[src/rtl/core/rtdt_pkg.sv]
// ----------------------------------------------------------------------------
// rtdt_pkg
// Shared types and constants for the range target detect and track block.
// ----------------------------------------------------------------------------
package rtdt_pkg;

	localparam int WIN_DEPTH   = 8;
	localparam int WIN_LOG2    = $clog2(WIN_DEPTH);
	localparam int SUM_W       = $clog2(WIN_DEPTH * 1024);
	localparam int SETTLE_MAX  = 2 * WIN_DEPTH;
	localparam int SETTLE_W    = $clog2(SETTLE_MAX + 1);

	localparam int RANGE_W     = 11;
	localparam int DIST_W      = 10;
	localparam int CNT_W       = 8;
	localparam int MISS_W      = 4;
	localparam int CFG_IDX_W   = 3;
	localparam int CFG_DATA_W  = 10;

	localparam logic [DIST_W-1:0] BASELINE_RST = 10'd1000;
	localparam logic [DIST_W-1:0] DROP_RST     = 10'd30;
	localparam logic [DIST_W-1:0] CLOSE_RST    = 10'd15;
	localparam logic [CNT_W-1:0]  DETECT_RST   = 8'd6;
	localparam logic [MISS_W-1:0] LOST_RST     = 4'd8;

	typedef enum logic [CFG_IDX_W-1:0] {
		CFG_BASELINE = 3'd0,
		CFG_DROP     = 3'd1,
		CFG_CLOSE    = 3'd2,
		CFG_DETECT   = 3'd3,
		CFG_LOST     = 3'd4
	} cfg_idx_t;

	typedef enum logic [1:0] {
		STEER_ROTATE  = 2'd0,
		STEER_FORWARD = 2'd1,
		STEER_LEFT    = 2'd2,
		STEER_RIGHT   = 2'd3
	} steer_t;

endpackage

[src/rtl/core/range_target_detect_track.sv]
// ----------------------------------------------------------------------------
// range_target_detect_track
// Averages left/right range readings into a ring window held in a RAM and
// runs a search/chase machine on each sample to detect and follow a target.
// ----------------------------------------------------------------------------
// channel  direction  handshake            payload
// in       input      in_valid / in_stall  left_range, right_range, warm_done
// out      output     out_valid / out_stall steer, chasing, hit_count,
//                                           window_mean, window_full
// cfg      input      cfg_we               cfg_index, cfg_data
//
// One transfer per cycle sustained while the output is not stalled. The first
// stage reads the old window entry from the RAM (registered read); the second
// updates sum, counters, machine and result and writes the entry back. Reset
// clears all control state; window entries are not reset, and the old entry
// counts as zero in the sum until the window has wrapped once. An output stall
// holds the result register and any sample in flight, which stalls the input.
// ----------------------------------------------------------------------------
module range_target_detect_track
	import rtdt_pkg::*;
(
	input  logic                        clk,
	input  logic                        arst_n,
	input  logic                        cfg_we,
	input  logic [CFG_IDX_W-1:0]        cfg_index,
	input  logic [CFG_DATA_W-1:0]       cfg_data,
	input  logic                        in_valid,
	output logic                        in_stall,
	input  logic signed [RANGE_W-1:0]   left_range,
	input  logic signed [RANGE_W-1:0]   right_range,
	input  logic                        warm_done,
	output logic                        out_valid,
	input  logic                        out_stall,
	output logic [1:0]                  steer,
	output logic                        chasing,
	output logic [CNT_W-1:0]            hit_count,
	output logic [DIST_W-1:0]           window_mean,
	output logic                        window_full
);

	logic [DIST_W-1:0]   baseline_q, drop_q, close_q;
	logic [CNT_W-1:0]    detect_need_q;
	logic [MISS_W-1:0]   lost_need_q;

	logic [DIST_W-1:0]   win_mem [WIN_DEPTH];

	logic [WIN_LOG2-1:0] slot_q;
	logic [SUM_W-1:0]    sum_q;
	logic                filled_q, warm_q, chase_q;
	logic [SETTLE_W-1:0] settle_q;
	logic [CNT_W-1:0]    det_q;
	logic [MISS_W-1:0]   miss_q;

	logic                       s1_valid_q;
	logic [WIN_LOG2-1:0]        slot_s1;
	logic [DIST_W-1:0]          sample_s1, old_s1;
	logic signed [RANGE_W-1:0]  left_s1, right_s1;
	logic                       warm_s1;

	logic                out_valid_q;
	logic [1:0]          steer_q;
	logic                chasing_q, full_q;
	logic [CNT_W-1:0]    hit_q;
	logic [DIST_W-1:0]   mean_q;

	logic                in_xfer, adv;
	logic                l_pos, r_pos;
	logic [DIST_W-1:0]   l_val, r_val, sample_in;
	logic [DIST_W:0]     pair_sum;

	logic                warm_eff, filled_nx, chase_nx, hit;
	logic [SUM_W-1:0]    sum_nx;
	logic [DIST_W-1:0]   mean_nx;
	logic signed [DIST_W+1:0] mean_diff;
	logic [SETTLE_W-1:0] settle_nx;
	logic [CNT_W-1:0]    det_nx, det_base, det_hit;
	logic [MISS_W-1:0]   miss_nx, miss_base, miss_tmp;
	logic [1:0]          steer_nx;
	logic                both_pos;
	logic signed [RANGE_W:0] l_ext, r_ext, c_ext;

	assign adv      = !out_valid_q || !out_stall;
	assign in_stall = s1_valid_q && !adv;
	assign in_xfer  = in_valid && !in_stall;

	// input sample: substitute baseline, average
	assign l_pos     = !left_range[RANGE_W-1] && (left_range != '0);
	assign r_pos     = !right_range[RANGE_W-1] && (right_range != '0);
	assign l_val     = l_pos ? left_range[DIST_W-1:0] : baseline_q;
	assign r_val     = r_pos ? right_range[DIST_W-1:0] : baseline_q;
	assign pair_sum  = {1'b0, l_val} + {1'b0, r_val};
	assign sample_in = pair_sum[DIST_W:1];

	always_ff @(posedge clk or negedge arst_n) begin
		if (!arst_n) begin
			baseline_q    <= BASELINE_RST;
			drop_q        <= DROP_RST;
			close_q       <= CLOSE_RST;
			detect_need_q <= DETECT_RST;
			lost_need_q   <= LOST_RST;
		end else if (cfg_we) begin
			unique case (cfg_index)
				CFG_BASELINE: baseline_q    <= cfg_data;
				CFG_DROP:     drop_q        <= cfg_data;
				CFG_CLOSE:    close_q       <= cfg_data;
				CFG_DETECT:   detect_need_q <= cfg_data[CNT_W-1:0];
				CFG_LOST:     lost_need_q   <= cfg_data[MISS_W-1:0];
				default: ;
			endcase
		end
	end

	// window RAM: read on input transfer, write back when the sample retires
	always_ff @(posedge clk) begin
		if (in_xfer) begin
			old_s1 <= win_mem[slot_q];
		end
		if (s1_valid_q && adv) begin
			win_mem[slot_s1] <= sample_s1;
		end
	end

	always_ff @(posedge clk) begin
		if (in_xfer) begin
			slot_s1   <= slot_q;
			sample_s1 <= sample_in;
			left_s1   <= left_range;
			right_s1  <= right_range;
			warm_s1   <= warm_done;
		end
	end

	// update stage
	always_comb begin
		warm_eff  = warm_q || warm_s1;
		det_base  = warm_q ? det_q : (warm_s1 ? '0 : det_q);
		miss_base = warm_q ? miss_q : (warm_s1 ? '0 : miss_q);
		sum_nx    = sum_q - (filled_q ? {{(SUM_W-DIST_W){1'b0}}, old_s1} : '0)
			+ {{(SUM_W-DIST_W){1'b0}}, sample_s1};
		mean_nx   = sum_nx[WIN_LOG2 +: DIST_W];
		filled_nx = filled_q || (slot_s1 == WIN_LOG2'(WIN_DEPTH - 1));
		mean_diff = $signed({2'b00, mean_nx}) - $signed({2'b00, sample_s1});
		hit       = (sample_s1 < close_q) ||
			(!mean_diff[DIST_W+1] && (mean_diff[DIST_W:0] > {1'b0, drop_q}));

		both_pos = !left_s1[RANGE_W-1] && (left_s1 != '0) &&
			!right_s1[RANGE_W-1] && (right_s1 != '0);
		l_ext    = {left_s1[RANGE_W-1], left_s1};
		r_ext    = {right_s1[RANGE_W-1], right_s1};
		c_ext    = $signed({2'b00, close_q});

		settle_nx = settle_q;
		det_nx    = det_base;
		miss_nx   = miss_base;
		chase_nx  = chase_q;
		steer_nx  = STEER_ROTATE;
		det_hit   = det_base;
		miss_tmp  = miss_base;

		if (!chase_q) begin
			if (warm_eff && filled_nx) begin
				if (settle_q < SETTLE_W'(SETTLE_MAX)) begin
					settle_nx = settle_q + 1'b1;
				end else begin
					if (hit) begin
						det_hit  = (det_base != '1) ? det_base + 1'b1 : det_base;
						miss_tmp = '0;
					end else if (det_base != '0) begin
						det_hit = det_base - 1'b1;
					end
					det_nx  = det_hit;
					miss_nx = miss_tmp;
					if (det_hit >= detect_need_q) begin
						chase_nx = 1'b1;
						det_nx   = '0;
						miss_nx  = '0;
					end
				end
			end
		end else begin
			if (both_pos && (l_ext < r_ext - c_ext)) begin
				steer_nx = STEER_LEFT;
			end else if (both_pos && (r_ext < l_ext - c_ext)) begin
				steer_nx = STEER_RIGHT;
			end else begin
				steer_nx = STEER_FORWARD;
			end
			if (warm_eff) begin
				if (!hit) begin
					miss_tmp = (miss_base != '1) ? miss_base + 1'b1 : miss_base;
				end else begin
					miss_tmp = '0;
				end
			end
			miss_nx = miss_tmp;
			if (miss_tmp >= lost_need_q) begin
				chase_nx = 1'b0;
				miss_nx  = '0;
			end
		end
	end

	always_ff @(posedge clk or negedge arst_n) begin
		if (!arst_n) begin
			slot_q      <= '0;
			sum_q       <= '0;
			filled_q    <= 1'b0;
			warm_q      <= 1'b0;
			chase_q     <= 1'b0;
			settle_q    <= '0;
			det_q       <= '0;
			miss_q      <= '0;
			s1_valid_q  <= 1'b0;
			out_valid_q <= 1'b0;
		end else begin
			if (in_xfer) begin
				slot_q <= (slot_q == WIN_LOG2'(WIN_DEPTH - 1)) ? '0 : slot_q + 1'b1;
			end
			if (adv) begin
				s1_valid_q  <= in_xfer;
				out_valid_q <= s1_valid_q;
			end else if (in_xfer) begin
				s1_valid_q <= 1'b1;
			end
			if (s1_valid_q && adv) begin
				sum_q    <= sum_nx;
				filled_q <= filled_nx;
				warm_q   <= warm_eff;
				chase_q  <= chase_nx;
				settle_q <= settle_nx;
				det_q    <= det_nx;
				miss_q   <= miss_nx;
			end
		end
	end

	always_ff @(posedge clk) begin
		if (s1_valid_q && adv) begin
			steer_q   <= steer_nx;
			chasing_q <= chase_nx;
			hit_q     <= det_nx;
			mean_q    <= mean_nx;
			full_q    <= filled_nx;
		end
	end

	assign out_valid   = out_valid_q;
	assign steer       = steer_q;
	assign chasing     = chasing_q;
	assign hit_count   = hit_q;
	assign window_mean = mean_q;
	assign window_full = full_q;

	a_chase_warm: assert property (@(posedge clk) disable iff (!arst_n)
		chase_q |-> (warm_q && filled_q))
		else $error("chasing without warm-up and full window");

	a_settle_max: assert property (@(posedge clk) disable iff (!arst_n)
		settle_q <= SETTLE_W'(SETTLE_MAX))
		else $error("settle counter past limit");

	a_slot_order: assert property (@(posedge clk) disable iff (!arst_n)
		s1_valid_q |-> (slot_q == ((slot_s1 == WIN_LOG2'(WIN_DEPTH - 1)) ?
			WIN_LOG2'(0) : slot_s1 + 1'b1)))
		else $error("read slot out of step with write slot");

	a_stall_busy: assert property (@(posedge clk) disable iff (!arst_n)
		in_stall |-> (s1_valid_q && out_valid_q))
		else $error("input stalled with free pipeline");

endmodule
[config.mk]
export PLATFORM = sky130hd
export DESIGN_NAME = range_target_detect_track
export DESIGN_NICKNAME = d
export VERILOG_FILES = /design/src/rtl/core/rtdt_pkg.sv /design/src/rtl/core/range_target_detect_track.sv
export SDC_FILE = /design/constraint.sdc
export NUM_CORES = 1
export LEC_CHECK = 0
export ABC_CLOCK_PERIOD_IN_PS = 12200
export BUFFER_PORTS_ARGS = -buffer_cell sky130_fd_sc_hd__buf_2
export CAP_MARGIN = 20
export CELL_PAD_IN_SITES_DETAIL_PLACEMENT = 1
export CELL_PAD_IN_SITES_GLOBAL_PLACEMENT = 1
export CORE_ASPECT_RATIO = 0.7
export CORE_MARGIN = 4
export CORE_UTILIZATION = 39
export DETAILED_ROUTE_END_ITERATION = 16
export PLACE_DENSITY_LB_ADDON = 0.15
export SLEW_MARGIN = 20
export SYNTH_ARGS = -nofsm -noshare
export SYNTH_HDL_FRONTEND = slang
export SYNTH_SLANG_ARGS = --single-unit
[constraint.sdc]
create_clock -name clk -period 12.2 [get_ports clk]
set_clock_uncertainty 0.1 [all_clocks]
set_input_delay 0.61 -clock clk [delete_from_list [all_inputs] [get_ports clk]]
set_output_delay 0.61 -clock clk [all_outputs]
set_load 0.01 [all_outputs]
; ---- Yosys cells after proc, flatten, opt, wreduce, memory -nomap -nowiden
; Memory sizes are Yosys's and may differ from the RTL's. A register that Yosys moved wholly into a read port is not among the register bits.
; Index checks and enable logic that the tools add are counted.
[totals]
mem_count = 1
ram_bits = 80
in_bits = 41
reg_bits = 138
output_inout_bits = 24
[classes]
n_lt_le_gt_ge = 7
bitwise_logic = 1
muxes = 39
n_addsub = 11
n_reduce_logical = 39
n_eq_ne = 8
[mem_list]
columns = memory, words, width, rd, rd_clocked_by_memory_dff, wr, line
row1 = win_mem, 8, 10, 1, 1, 1, range_target_detect_track.sv:45  ; logic [DIST_W-1:0] win_mem [WIN_DEPTH];
[op_table]
columns = operator, n
row1 = $mux W8, 12
row2 = $mux W4, 12
row3 = $reduce_bool A11 Y1, 4
row4 = $mux W10, 3
row5 = $lt A11 B12 Y1, 2
row6 = $sub A11 B11 Y12, 2
row7 = $add A13 B10 Y13, 1
row8 = $sub A13 B10 Y13, 1
row9 = $logic_and A1 B1 Y1, 12
row10 = $add A10 B10 Y11, 1
row11 = $gt A11 B10 Y1, 1
row12 = $sub A10 B10 Y11, 1
row13 = $lt A10 B10 Y1, 1
row14 = $reduce_and A2 Y1, 5
row15 = $eq A3 B3 Y1 const B, 3
row16 = $logic_not A1 Y1, 9
row17 = $mux W1, 9
row18 = $add A8 B1 Y8 const B, 1
row19 = $ge A8 B8 Y1, 1
row20 = $ne A8 B8 Y1 const B, 1
row21 = $reduce_bool A8 Y1, 1
row22 = $sub A8 B1 Y8 const B, 1
row23 = $eq A3 B2 Y1 const B, 2
row24 = $add A5 B1 Y5 const B, 1
row25 = other kinds (14), 18

; ---- Depth between registers and ports, before layout
; Gate-level depths: netlist (run 1).
[logic_depth]
depth_word = 16
mapped_depth = 39

; ---- Least setup slack after synthesis (run 1)
; Ideal clock, no wire load.
[synth_timing]
path_kind = register to register
start = register filled_q
end = register det_q[1]
arrival_ns = 7.039
required_ns = 12.033
path_stages_with_launch = 36
path_slack_ns = 4.995
cell_sequence = dfrtp_1 clkbuf_1 and2_1 fa_1 fa_1 nand2b_1 a21oi_1 nor2_1 xor2_1 inv_1 ha_1 nor2b_1 o21ai_0 a21boi_0 o21ai_0 a21oi_1 o21ai_0 mux2i_1 nand2_1 ha_1 and3_1 a211oi_1 a211oi_2 o31ai_4 o21ai_2 mux2i_4 xnor2_1 ha_1 nand2b_1 a21o_1 a21oi_1 o21ai_0 o22ai_1 nand2_1 nor2_1 a22o_1
[synth_between]
elab_chain_cells = 16
word_cells_on_any_way = 19
[synth_rtl]
columns = item, line
row1 = start: declaration, range_target_detect_track.sv:49  ; logic filled_q, warm_q, chase_q;
row2 = start signal: assignment, range_target_detect_track.sv:227  ; filled_q <= filled_nx;
row3 = $mux W10 (*), range_target_detect_track.sv:138  ; sum_nx = sum_q - (filled_q ? {{(SUM_W-DIST_W){1'b0}}, old_s1} : '0)
row4 = $sub A13 B10 Y13 (*), range_target_detect_track.sv:138
row5 = $add A13 B10 Y13 (*), range_target_detect_track.sv:139  ; + {{(SUM_W-DIST_W){1'b0}}, sample_s1};
row6 = net sum_nx[4], range_target_detect_track.sv:72  ; logic [SUM_W-1:0] sum_nx;
row7 = $sub A10 B10 Y11 (*), range_target_detect_track.sv:142  ; mean_diff = $signed({2'b00, mean_nx}) - $signed({2'b00, sample_s1});
row8 = $gt A11 B10 Y1 or $logic_not A1 Y1 (tied branches), range_target_detect_track.sv:144  ; (!mean_diff[DIST_W+1] && (mean_diff[DIST_W:0] > {1'b0, drop_q}));
row9 = $logic_and A1 B1 Y1 (*), range_target_detect_track.sv:144
row10 = $logic_or A1 B1 Y1 (*), range_target_detect_track.sv:143  ; hit = (sample_s1 < close_q) ||
row11 = $mux W8 (*), range_target_detect_track.sv:165  ; if (hit) begin
row12 = $mux W8 (*), range_target_detect_track.sv:162  ; if (settle_q < SETTLE_W'(SETTLE_MAX)) begin
row13 = $mux W8 (*), range_target_detect_track.sv:161  ; if (warm_eff && filled_nx) begin
row14 = $mux W8 (*), range_target_detect_track.sv:160  ; if (!chase_q) begin
row15 = $ge A8 B8 Y1, range_target_detect_track.sv:173  ; if (det_hit >= detect_need_q) begin
row16 = $mux W8 (*), range_target_detect_track.sv:173
row17 = $mux W8 (*), range_target_detect_track.sv:162
row18 = $mux W8 (*), range_target_detect_track.sv:161
row19 = $mux W8 (*), range_target_detect_track.sv:160
row20 = end signal: assignment, range_target_detect_track.sv:231  ; det_q <= det_nx;
row21 = end: declaration, range_target_detect_track.sv:51  ; logic [CNT_W-1:0] det_q;
; Mark *: on every way through the listed nets, which the timed path passes. The rest lies on a longest branch. The select of a mux whose other input is x is not followed.
; A chain may end at the register's enable or synchronous reset.

; ---- Worst setup path after layout (run 1)
[layout_timing]
start = register sample_s1[1]
end = register det_q[1]
[layout_between]
elab_chain_cells = 14
word_cells_on_any_way = 16
[layout_rtl]
columns = item, line
row1 = start: declaration, range_target_detect_track.sv:56  ; logic [DIST_W-1:0] sample_s1, old_s1;
row2 = start signal: assignment, range_target_detect_track.sv:126  ; sample_s1 <= sample_in;
row3 = $add A13 B10 Y13 (*), range_target_detect_track.sv:139
row4 = net sum_nx[4], range_target_detect_track.sv:72
row5 = $sub A10 B10 Y11 (*), range_target_detect_track.sv:142
row6 = $gt A11 B10 Y1 or $logic_not A1 Y1 (tied branches), range_target_detect_track.sv:144
row7 = $logic_and A1 B1 Y1 (*), range_target_detect_track.sv:144
row8 = $logic_or A1 B1 Y1 (*), range_target_detect_track.sv:143
row9 = $mux W8 (*), range_target_detect_track.sv:165
row10 = $mux W8 (*), range_target_detect_track.sv:162
row11 = $mux W8 (*), range_target_detect_track.sv:161
row12 = $mux W8 (*), range_target_detect_track.sv:160
row13 = $ge A8 B8 Y1, range_target_detect_track.sv:173
row14 = $mux W8 (*), range_target_detect_track.sv:173
row15 = $mux W8 (*), range_target_detect_track.sv:162
row16 = $mux W8 (*), range_target_detect_track.sv:161
row17 = $mux W8 (*), range_target_detect_track.sv:160
; Marked as above.

==> results of run 1 <==
-- worst reg2reg max path, delay by kind of cell (launching register included) --
kind / cells / cell delay (ps)
xor gates and xnor gates: 2 / 470
AOI/OAI and AO/OA: 15 / 3200
adders and majority gates: 5 / 1860
buffers and inverters: 3 / 460
DFF: 1 / 590
and+or+nand+nor: 8 / 1290
muxes: 2 / 660
-- synth_stat cells (4+ instances only) --
master	n	area [sq um]
nor3_1	25	125.1
a211oi_1	4	30.03
o21ai_0	65	325.3
nor4_1	9	56.30
xnor2_1	31	271.5
mux2_2	55	619.3
buf_2	4	20.02
and3_1	6	37.54
nor2b_1	12	75.07
dfstp_2	17	446.7
xor2_1	19	166.4
nand2b_1	14	87.58
nand3b_1	4	30.03
o21bai_1	7	52.55
o31a_1	4	35.03
a21oi_1	54	270.3
edfxtp_1	148	4444
nand4_1	7	43.79
o31ai_4	4	85.08
nor2_1	39	146.4
o21a_1	15	112.6
a22o_1	7	61.31
o22ai_1	5	31.28
or2_2	5	31.28
dfrtp_1	63	1577
fa_1	14	280.3
nand2_1	80	300.3
clkbuf_1	17	63.81
mux4_2	20	450.4
a32oi_1	5	43.79
nand3_1	15	75.07
o211ai_1	8	60.06
a31oi_1	4	25.02
ha_1	112	1401
and2_1	14	87.58
a21o_1	21	157.7
inv_1	107	401.6
-- cells by family (layout without fill, tap and decap cells) --
logic type	after synthesis	after routing	share of synthesized area, %
xor+xnor	50	50	3.320
compound gates	247	247	12.95
buf+inv	135	235	4.022
flops	228	228	49.04
fa+ha+maj	126	126	12.75
simple gates	246	246	9.411
mux	79	79	8.510
-- flip-flops by register name (all words and copies together) (netlist names), 2 cells and up --
signal,count
win_mem,80
sum_q,13
left_s1,11
right_s1,11
baseline_q,10
close_q,10
drop_q,10
old_s1,10
sample_s1,10
window_mean,10
det_q,8
detect_need_q,8
hit_count,8
settle_q,5
lost_need_q,4
miss_q,4
slot_q,3
slot_s1,3
steer,2
-- cell type report --
| type | count | area [sq um] | share of cell area [%] |
|---|---|---|---|
| Timing Repair Buffer | 80 | 445.4 | 2.962 |
| Tap cell | 435 | 544.3 | 3.619 |
| Clock buffer | 37 | 784.5 | 5.217 |
| Sequential cell | 228 | 6467 | 43.01 |
| Clock inverter | 11 | 160.2 | 1.065 |
| Inverter | 107 | 402.9 | 2.679 |
| Multi-Input combinational cell | 748 | 6233 | 41.45 |
-- per-layer routing --
| metal | vias to the layer above | global-route usage, % | routed length (um) |
|---|---|---|---|
| met5 | - | 0 | 0 |
| met4 | 0 | 3.115 | 546 |
| met3 | 33 | 2.840 | 1333 |
| met2 | 149 | 28.27 | 14960 |
| met1 | 4583 | 31.14 | 18920 |
| li1 | 4265 | - | - |
-- how the worst max path moves through the flow --
stage          slack (ps)          from  endpoint  cells past startpoint
5_1_grt              2650  sample_s1[1]  det_q[1]                     35
4_1_cts              3560  sample_s1[1]  det_q[1]                     35
3_5_place_dp         3630  sample_s1[1]  det_q[1]                     35
3_3_place_gp         4020  sample_s1[1]  det_q[4]                     35
6_report             3560  sample_s1[1]  det_q[1]                     35
2_1_floorplan        4990      filled_q  det_q[1]                     35
-- metrics by stage --
stage	hold slack (ps)	utilization, %	worst slack [ps]	instances	cell area (sq um)
global placement	365.1	42.11	4021	1597	14070
floorplan	214.4	-	4995	1111	13190
CTS	125.9	44.97	3563	1646	15030
global route	139.7	44.99	2654	1646	15040
detailed placement	378.1	42.12	3625	1597	14080
finish	162.3	44.99	3557	1646	15040
==> results by group, run 1 <==
Outcome
  • Status: completed

GRT
  • Congestion Overflow GR: 0
  • Initial antenna violation count: 0
  • Tot GR Track Use: 19.43%
  • Largest net degree at the start of global routing: between 60 and 70
  • First-pass GRT wire length: 56.23 mm
  • Vias in the first global route: 9,336

Synth
  • Post-Syn Instances: 1,111
  • Avg Cell Area, Syn: 11.87 sq um
  • Synth Register Bits: 228
  • FFs w/ async S/R, synth: 35.09%
  • Post-Syn Nets: 1,278
  • Synthesis warning total: 0
  • Top FF cell, synth: edfxtp_1
  • Post-synth cell types: 80
  • Mapped cell area: 0.01319 sq mm
  • EDFF count, synth: 148
  • Seq/Total Area, Yosys: 49.04%

CTS
  • TritonCTS clock tree: built
  • Setup Fix Bufs, Post-CTS: 0
  • # hold bufs at CTS: 1
  • H-tree lvl count: 1
  • Reg clk slew, reported paths: 60 ps
  • TritonCTS Buffers: 26
  • # resized after CTS: 0
  • Clk root buf: clkbuf_16
  • Clk Latency, worst-skew pair: 540 ps
  • Sink Count: 228
  • Clk buf depth: 3

Setup path
  • Crit-path leading delay family: compound AO/OA/AOI/OAI gates
  • CP required: between 10,000 and 15,000 ps
  • Startpoint types: flop
  • FF-to-FF setup slack: 3560 ps
  • Worst Path Buf+Inv: 3
  • Worst reg2reg endpoint: det_q[1]
  • Setup CP Type: reg2reg
  • Critical Path AT: 9010 ps
  • Worst R2R Start: sample_s1[1]
  • CP endpoint kind: flop
  • Most frequent CP cell: o21ai_0
  • Biggest cell delay along the critical path: 790 ps
  • Reg2Reg Depth: 35
  • Slowest CP cell: o21ai_2
  • Crit-path max FO: 15

Route
  • Via count: 9,030
  • Vias per cell: 5.486
  • WL final: 35.76 mm
  • Final ANT Viol Nets: 0
  • Routed WL per cell: 21.72 um
  • DR iter-0 viols: about 570
  • DRC violations left: 0
  • Initial DRT Pass Iterations: 5

Final layout
  • Synthesis-to-finish area growth: 14.02%
  • # fillers: 3,536
  • Commonest non-fill, non-tap cell in the layout: edfxtp_1
  • Nets@finish: 1,358
  • Ant diodes: 0
  • Share of post-route cells with drive strength above 1: between 20% and 30%
  • Commonest cells after routing, fill and taps aside: 148 x edfxtp_1, 112 x ha_1, 105 x inv_1

STA
  • FMAX: approximately 0.12 GHz
  • Hold Fails Final Rpt: 0
  • RSZ-0062 raised after global routing: false
  • Max-slew violations: 0
  • Worst-Margin Slew: 1051 ps
  • Fin crit period: 8643 ps
  • Tcrit/Tclk final: 70.85%
  • Slew headroom: 29.91%
  • # setup viols final: 0
  • Setup TNS: 0 ps

Run
  • Max cap viols: 0

Worst hold path
  • Hold crit path type: in2reg
  • Worst Hold Path Cells: 1
  • WHS Endpoint: warm_s1
  • HP Start: warm_done

Die
  • Die Ht: 161.9 um
  • Die footprint: 0.03687 sq mm
  • Top-Level Pins: 65
  • Core area: 0.03342 sq mm
  • Starting Density: 39.46%
  • Row count: 56
  • Die width: roughly 230 um

Placement
  • HPWL after detailed placement: 26.61 mm
  • Global placement routability congestion: 0.8316
  • Port bufs: 64
Power of run 1 is not shown: default switching activity piles up to over one toggle a cycle in this logic, so the estimate is an artifact.
==> run 2: changes to the inputs <==
--- a/config.mk
+++ b/config.mk
@@ -5,7 +5,7 @@
 export SDC_FILE = /design/constraint.sdc
 export NUM_CORES = 1
 export LEC_CHECK = 0
-export ABC_CLOCK_PERIOD_IN_PS = 12200
+export ABC_CLOCK_PERIOD_IN_PS = 8000
 export BUFFER_PORTS_ARGS = -buffer_cell sky130_fd_sc_hd__buf_2
 export CAP_MARGIN = 20
 export CELL_PAD_IN_SITES_DETAIL_PLACEMENT = 1
==> constraint.sdc (replaced) <==
create_clock -name clk -period 8 [get_ports clk]
set_clock_uncertainty 0.1 [all_clocks]
set_input_delay 0.4 -clock clk [delete_from_list [all_inputs] [get_ports clk]]
set_output_delay 0.4 -clock clk [all_outputs]
set_load 0.01 [all_outputs]
==> results by group, run 2 (synthesis results as in run 1) <==
Placement
  • Placed cell count: 1,611
  • Port bufs: 64
  • Global placement routability congestion: 0.8309
  • HPWL after detailed placement: 27.65 mm

Die
  • Top-Level Pins: 65
  • Starting Density: 39.46%
  • Die width: 227.8 um
  • Die footprint: between 0.03 and 0.04 sq mm
  • Die Ht: 161.9 um
  • Row count: 56
  • Core area: 0.03342 sq mm

Final layout
  • Nets@finish: 1,401
  • Count of non-filler cells in the finished layout: 1,689
  • Commonest cells after routing, fill and taps aside: 148 x edfxtp_1, 110 x ha_1, 105 x inv_1
  • Share of post-route cells with drive strength above 1: 22.17%
  • Synthesis-to-finish area growth: 17.80%
  • Max FFs per register: 80
  • Reg with most FFs: win_mem
  • Largest registers: win_mem: 80 flops, sum_q: 13 flops
  • Ant diodes: 0
  • Commonest non-fill, non-tap cell in the layout: edfxtp_1

Setup path
  • Startpoint types: flop
  • Biggest cell delay along the critical path: between 500 and 600 ps
  • Setup CP Type: reg2reg
  • CP required: 8220 ps
  • Slowest CP cell: fa_1
  • CP endpoint kind: flop
  • Critical Path AT: 7920 ps
  • Crit-path max FO: 5

Route
  • DR iter-0 viols: 478
  • Final ANT Viol Nets: 0
  • DRC violations left: 0
  • Routed WL per cell: 21.83 um
  • Via count: 9,112
  • Met3 WL: 1.376 mm
  • Max Used Layer: met4
  • Metal2 WL: 15.42 mm
  • WL final: 36.87 mm
  • Initial DRT Pass Iterations: 4
  • Vias per cell: 5.395
  • Met1 wire length: 19.65 mm

GRT
  • Largest net degree at the start of global routing: 52
  • Congestion Overflow GR: 0
  • Initial antenna violation count: 0
  • Vias in the first global route: approximately 9,600
  • First-pass GRT wire length: 58.62 mm
  • Tot GR Track Use: 20.21%

Outcome
  • Status: completed

STA
  • Hold Fails Final Rpt: 0
  • RSZ-0062 raised after global routing: false
  • Setup TNS: 0 ps
  • Max-slew violations: 0
  • # setup viols final: 0
  • FMAX: 0.1299 GHz
  • Tcrit/Tclk final: between 90% and 100%
  • Fin crit period: 7695 ps
  • Worst-Margin Slew: 1108 ps
  • Slew headroom: ~26%

Run
  • Max cap viols: 0

Worst hold path
  • Hold crit path type: in2reg

CTS
  • H-tree lvl count: 1
  • Clk buf depth: 3
  • TritonCTS Buffers: 26
  • TritonCTS clock tree: built
  • Clk root buf: clkbuf_16
  • Sink Count: about 230
  • Clk Latency, worst-skew pair: 540 ps
  • Reg clk slew, reported paths: 70 ps
-- run 2: cell count changes in the layout (fill, tap and decap cells not counted), moves of 3 or more --
| cell | before | now |
|---|---|---|
| buf_4 | 16 | 33 |
| bufinv_16 | 4 | 7 |
| clkbuf_8 | 5 | 0 |
| clkinvlp_4 | 0 | 4 |
| dlygate4sd3_1 | 1 | 25 |
| o21ai_0 | 65 | 61 |
| o21ai_1 | 2 | 6 |
| xnor2_1 | 31 | 26 |
| xnor2_2 | 0 | 5 |
-- run 2: what timing repair did --
| item | CTS | global route |
|---|---|---|
| hold endpoints to repair | 53 | 0 |
| hold buffers | 25 | 0 |
| endpoints found under the setup margin | 0 | 22 |
| resized for setup | 0 | 20 |
| setup buffers | 0 | 5 |
-- run 2: through the flow --
stage	worst slack (ps)	area (sq um)	utilization [%]	hold slack, ps
floorplan	794.7	13190	-	4.409
global placement	510.6	14180	42.42	294.7
detailed placement	225.8	14180	42.44	297.0
CTS	107.4	15390	46.06	24.73
global route	7.207	15540	46.48	37.99
finish	304.7	15540	46.48	44.83
-- run 2: cell type report --
class	instances	area [sq um]
fillers	3506	17890
clock inverters	17	270.3
multi-input cells	748	6322
flip-flops and latches	228	6469
clock buffers	31	690.7
inverters	107	404.1
well taps	435	544.3
repair buffers	123	835.8
-- run 2: critical path: cells and delay by family, from the launching register on --
kind                       cells  cell delay, ps
AOI/OAI and AO/OA             18            4270
adders and majority gates      5            1670
and+or+nand+nor                4             620
DFF                            1             400
xor gates and xnor gates       2             330
buffers and inverters          1              60
-- run 2: worst paths after layout --
kind                                     start           end  slack [ps]  cells after the start
max in group asynchronous               arst_n    close_q[9]        6450                      3
worst max-delay path                  filled_q  hit_count[7]         300                     30
worst min register to register     settle_q[3]   settle_q[3]         380                      1
worst max register to register        filled_q  hit_count[7]         300                     30
min in group asynchronous               arst_n     sum_q[10]         270                      2
worst min-delay path            right_range[9]   right_s1[9]          40                      1
-- run 2: layer usage --
metal | vias up | track usage, %
met2 | 139 | 29.15
li1 | 4336 | -
met5 | - | 0
met4 | 0 | 2.921
met3 | 28 | 3.103
met1 | 4609 | 32.62
Power of run 2 is left out for the same reason.
==> run 3: changes to the inputs <==
--- a/config.mk
+++ b/config.mk
@@ -5,7 +5,7 @@
 export SDC_FILE = /design/constraint.sdc
 export NUM_CORES = 1
 export LEC_CHECK = 0
-export ABC_CLOCK_PERIOD_IN_PS = 8000
+export ABC_CLOCK_PERIOD_IN_PS = 8800
 export BUFFER_PORTS_ARGS = -buffer_cell sky130_fd_sc_hd__buf_2
 export CAP_MARGIN = 20
 export CELL_PAD_IN_SITES_DETAIL_PLACEMENT = 1
@@ -14,6 +14,7 @@
 export CORE_MARGIN = 4
 export CORE_UTILIZATION = 39
 export DETAILED_ROUTE_END_ITERATION = 16
+export GPL_TIMING_DRIVEN = 1
 export PLACE_DENSITY_LB_ADDON = 0.15
 export SLEW_MARGIN = 20
 export SYNTH_ARGS = -nofsm -noshare
==> constraint.sdc (replaced) <==
create_clock -name clk -period 8.8 [get_ports clk]
set_clock_uncertainty 0.1 [all_clocks]
set_input_delay 0.44 -clock clk [delete_from_list [all_inputs] [get_ports clk]]
set_output_delay 0.44 -clock clk [all_outputs]
set_load 0.01 [all_outputs]
==> results by group, run 3 (synthesis results as in run 1) <==
Outcome
  • Status: completed

Final layout
  • Largest registers: win_mem: 80 flops, sum_q: 13 flops
  • Commonest non-fill, non-tap cell in the layout: edfxtp_1
  • Ant diodes: 0
  • Nets@finish: around 1,400
  • Count of non-filler cells in the finished layout: 1,658
  • Share of post-route cells with drive strength above 1: 20.85%
  • Commonest cells after routing, fill and taps aside: 148 x edfxtp_1, 112 x ha_1, 105 x inv_1
  • Synthesis-to-finish area growth: 14.06%
  • Max FFs per register: 80
  • Reg with most FFs: win_mem
  • # fillers: 3,584

Setup path
  • Critical Path AT: ~8500 ps
  • Crit-path max FO: 15
  • CP required: 9180 ps
  • Most frequent CP cell: ha_1
  • Setup CP Type: reg2reg
  • Biggest cell delay along the critical path: 580 ps
  • Startpoint types: flop
  • CP endpoint kind: flop
  • Slowest CP cell: edfxtp_1

STA
  • Slew headroom: 30.55%
  • Max-slew violations: 0
  • Fin crit period: 8107 ps
  • # setup viols final: 0
  • Hold Fails Final Rpt: 0
  • RSZ-0062 raised after global routing: false
  • Worst-Margin Slew: 1042 ps
  • Tcrit/Tclk final: roughly 92%
  • Tightest hold margin: roughly 23 ps
  • Setup TNS: 0 ps
  • FMAX: roughly 0.12 GHz

Worst hold path
  • Hold crit path type: in2reg

CTS
  • Sink Count: 228
  • Clk buf depth: 3
  • TritonCTS Buffers: 26
  • TritonCTS clock tree: built
  • Clk root buf: clkbuf_16
  • H-tree lvl count: 1
  • Reg clk slew, reported paths: 60 ps
  • Clk Latency, worst-skew pair: 550 ps

Route
  • Final ANT Viol Nets: 0
  • Vias per cell: 5.446
  • WL final: about 36 mm
  • Via count: between 9,000 and 10,000
  • Routed WL per cell: around 21 um
  • DRC violations left: 0
  • DR iter-0 viols: 637
  • Initial DRT Pass Iterations: 5

Die
  • Row count: 56
  • Core area: about 0.033 sq mm
  • Top-Level Pins: 65
  • Die width: roughly 230 um
  • Starting Density: 39.46%
  • Die Ht: between 150 and 200 um
  • Die footprint: approximately 0.037 sq mm

GRT
  • Congestion Overflow GR: 0
  • Vias in the first global route: 9,216
  • Largest net degree at the start of global routing: 67
  • First-pass GRT wire length: 56.50 mm
  • Initial antenna violation count: 0
  • Tot GR Track Use: 19.45%

Placement
  • Placed cell count: ~1,600
  • Port bufs: 64
  • Global placement routability congestion: 0.8179
  • HPWL after detailed placement: roughly 27 mm

Run
  • Max cap viols: 0
[run 3: final timing paths]
| check | startpoint | to | slack, ps | depth (start not counted) |
|---|---|---|---|---|
| worst min register to register | sum_q[3] | sum_q[3] | 380 | 2 |
| worst max register to register | sample_s1[0] | det_q[3] | 690 | 39 |
| min in group asynchronous | arst_n | sum_q[9] | 210 | 2 |
| max in group asynchronous | arst_n | det_q[7] | 7210 | 3 |
| worst min-delay path | left_range[8] | left_s1[8] | 20 | 1 |
| worst max-delay path | sample_s1[0] | det_q[3] | 690 | 39 |
[run 3: timing repair]
| action | in CTS | in global routing |
|---|---|---|
| hold endpoints to repair | 22 | 0 |
| resized for setup | 0 | 1 |
| setup endpoints to repair | 0 | 4 |
| setup buffers | 0 | 0 |
| hold buffers | 9 | 0 |
[run 3: critical path: cells and delay by family (launching register included)]
kind | cells | cell delay (ps)
fa+ha+maj | 6 | 1720
compound gates | 15 | 2480
mux | 2 | 560
simple gates | 8 | 1290
flops | 1 | 580
xor+xnor | 2 | 500
buf+inv | 6 | 790
[run 3: final cells by class]
cell class              count  area, sq um  area share [%]
flip-flops and latches    228         6470           43.01
multi-input cells         748         6233           41.44
clock buffers              28        679.4           4.516
repair buffers             93        566.8           3.768
well taps                 435        544.3           3.618
inverters                 107        401.6           2.670
clock inverters            19        147.6          0.9815
[run 3: layer usage]
metal	wire, um	GRT usage (%)	vias up
met5	0	0	-
li1	-	-	4286
met1	18820	31.67	4531
met3	1641	3.033	29
met2	14680	27.78	184
met4	460	2.643	0
[run 3: per-stage QoR]
step	worst slack (ps)	cell area [sq um]	utilization [%]
CTS	766.7	15030	44.98
floorplan	1595	13190	-
finish	692.9	15040	45.01
detailed placement	836.5	14110	42.23
global placement	1025	14100	42.20
global route	7.358	15040	45.01
Power of run 3 is left out for the same reason.
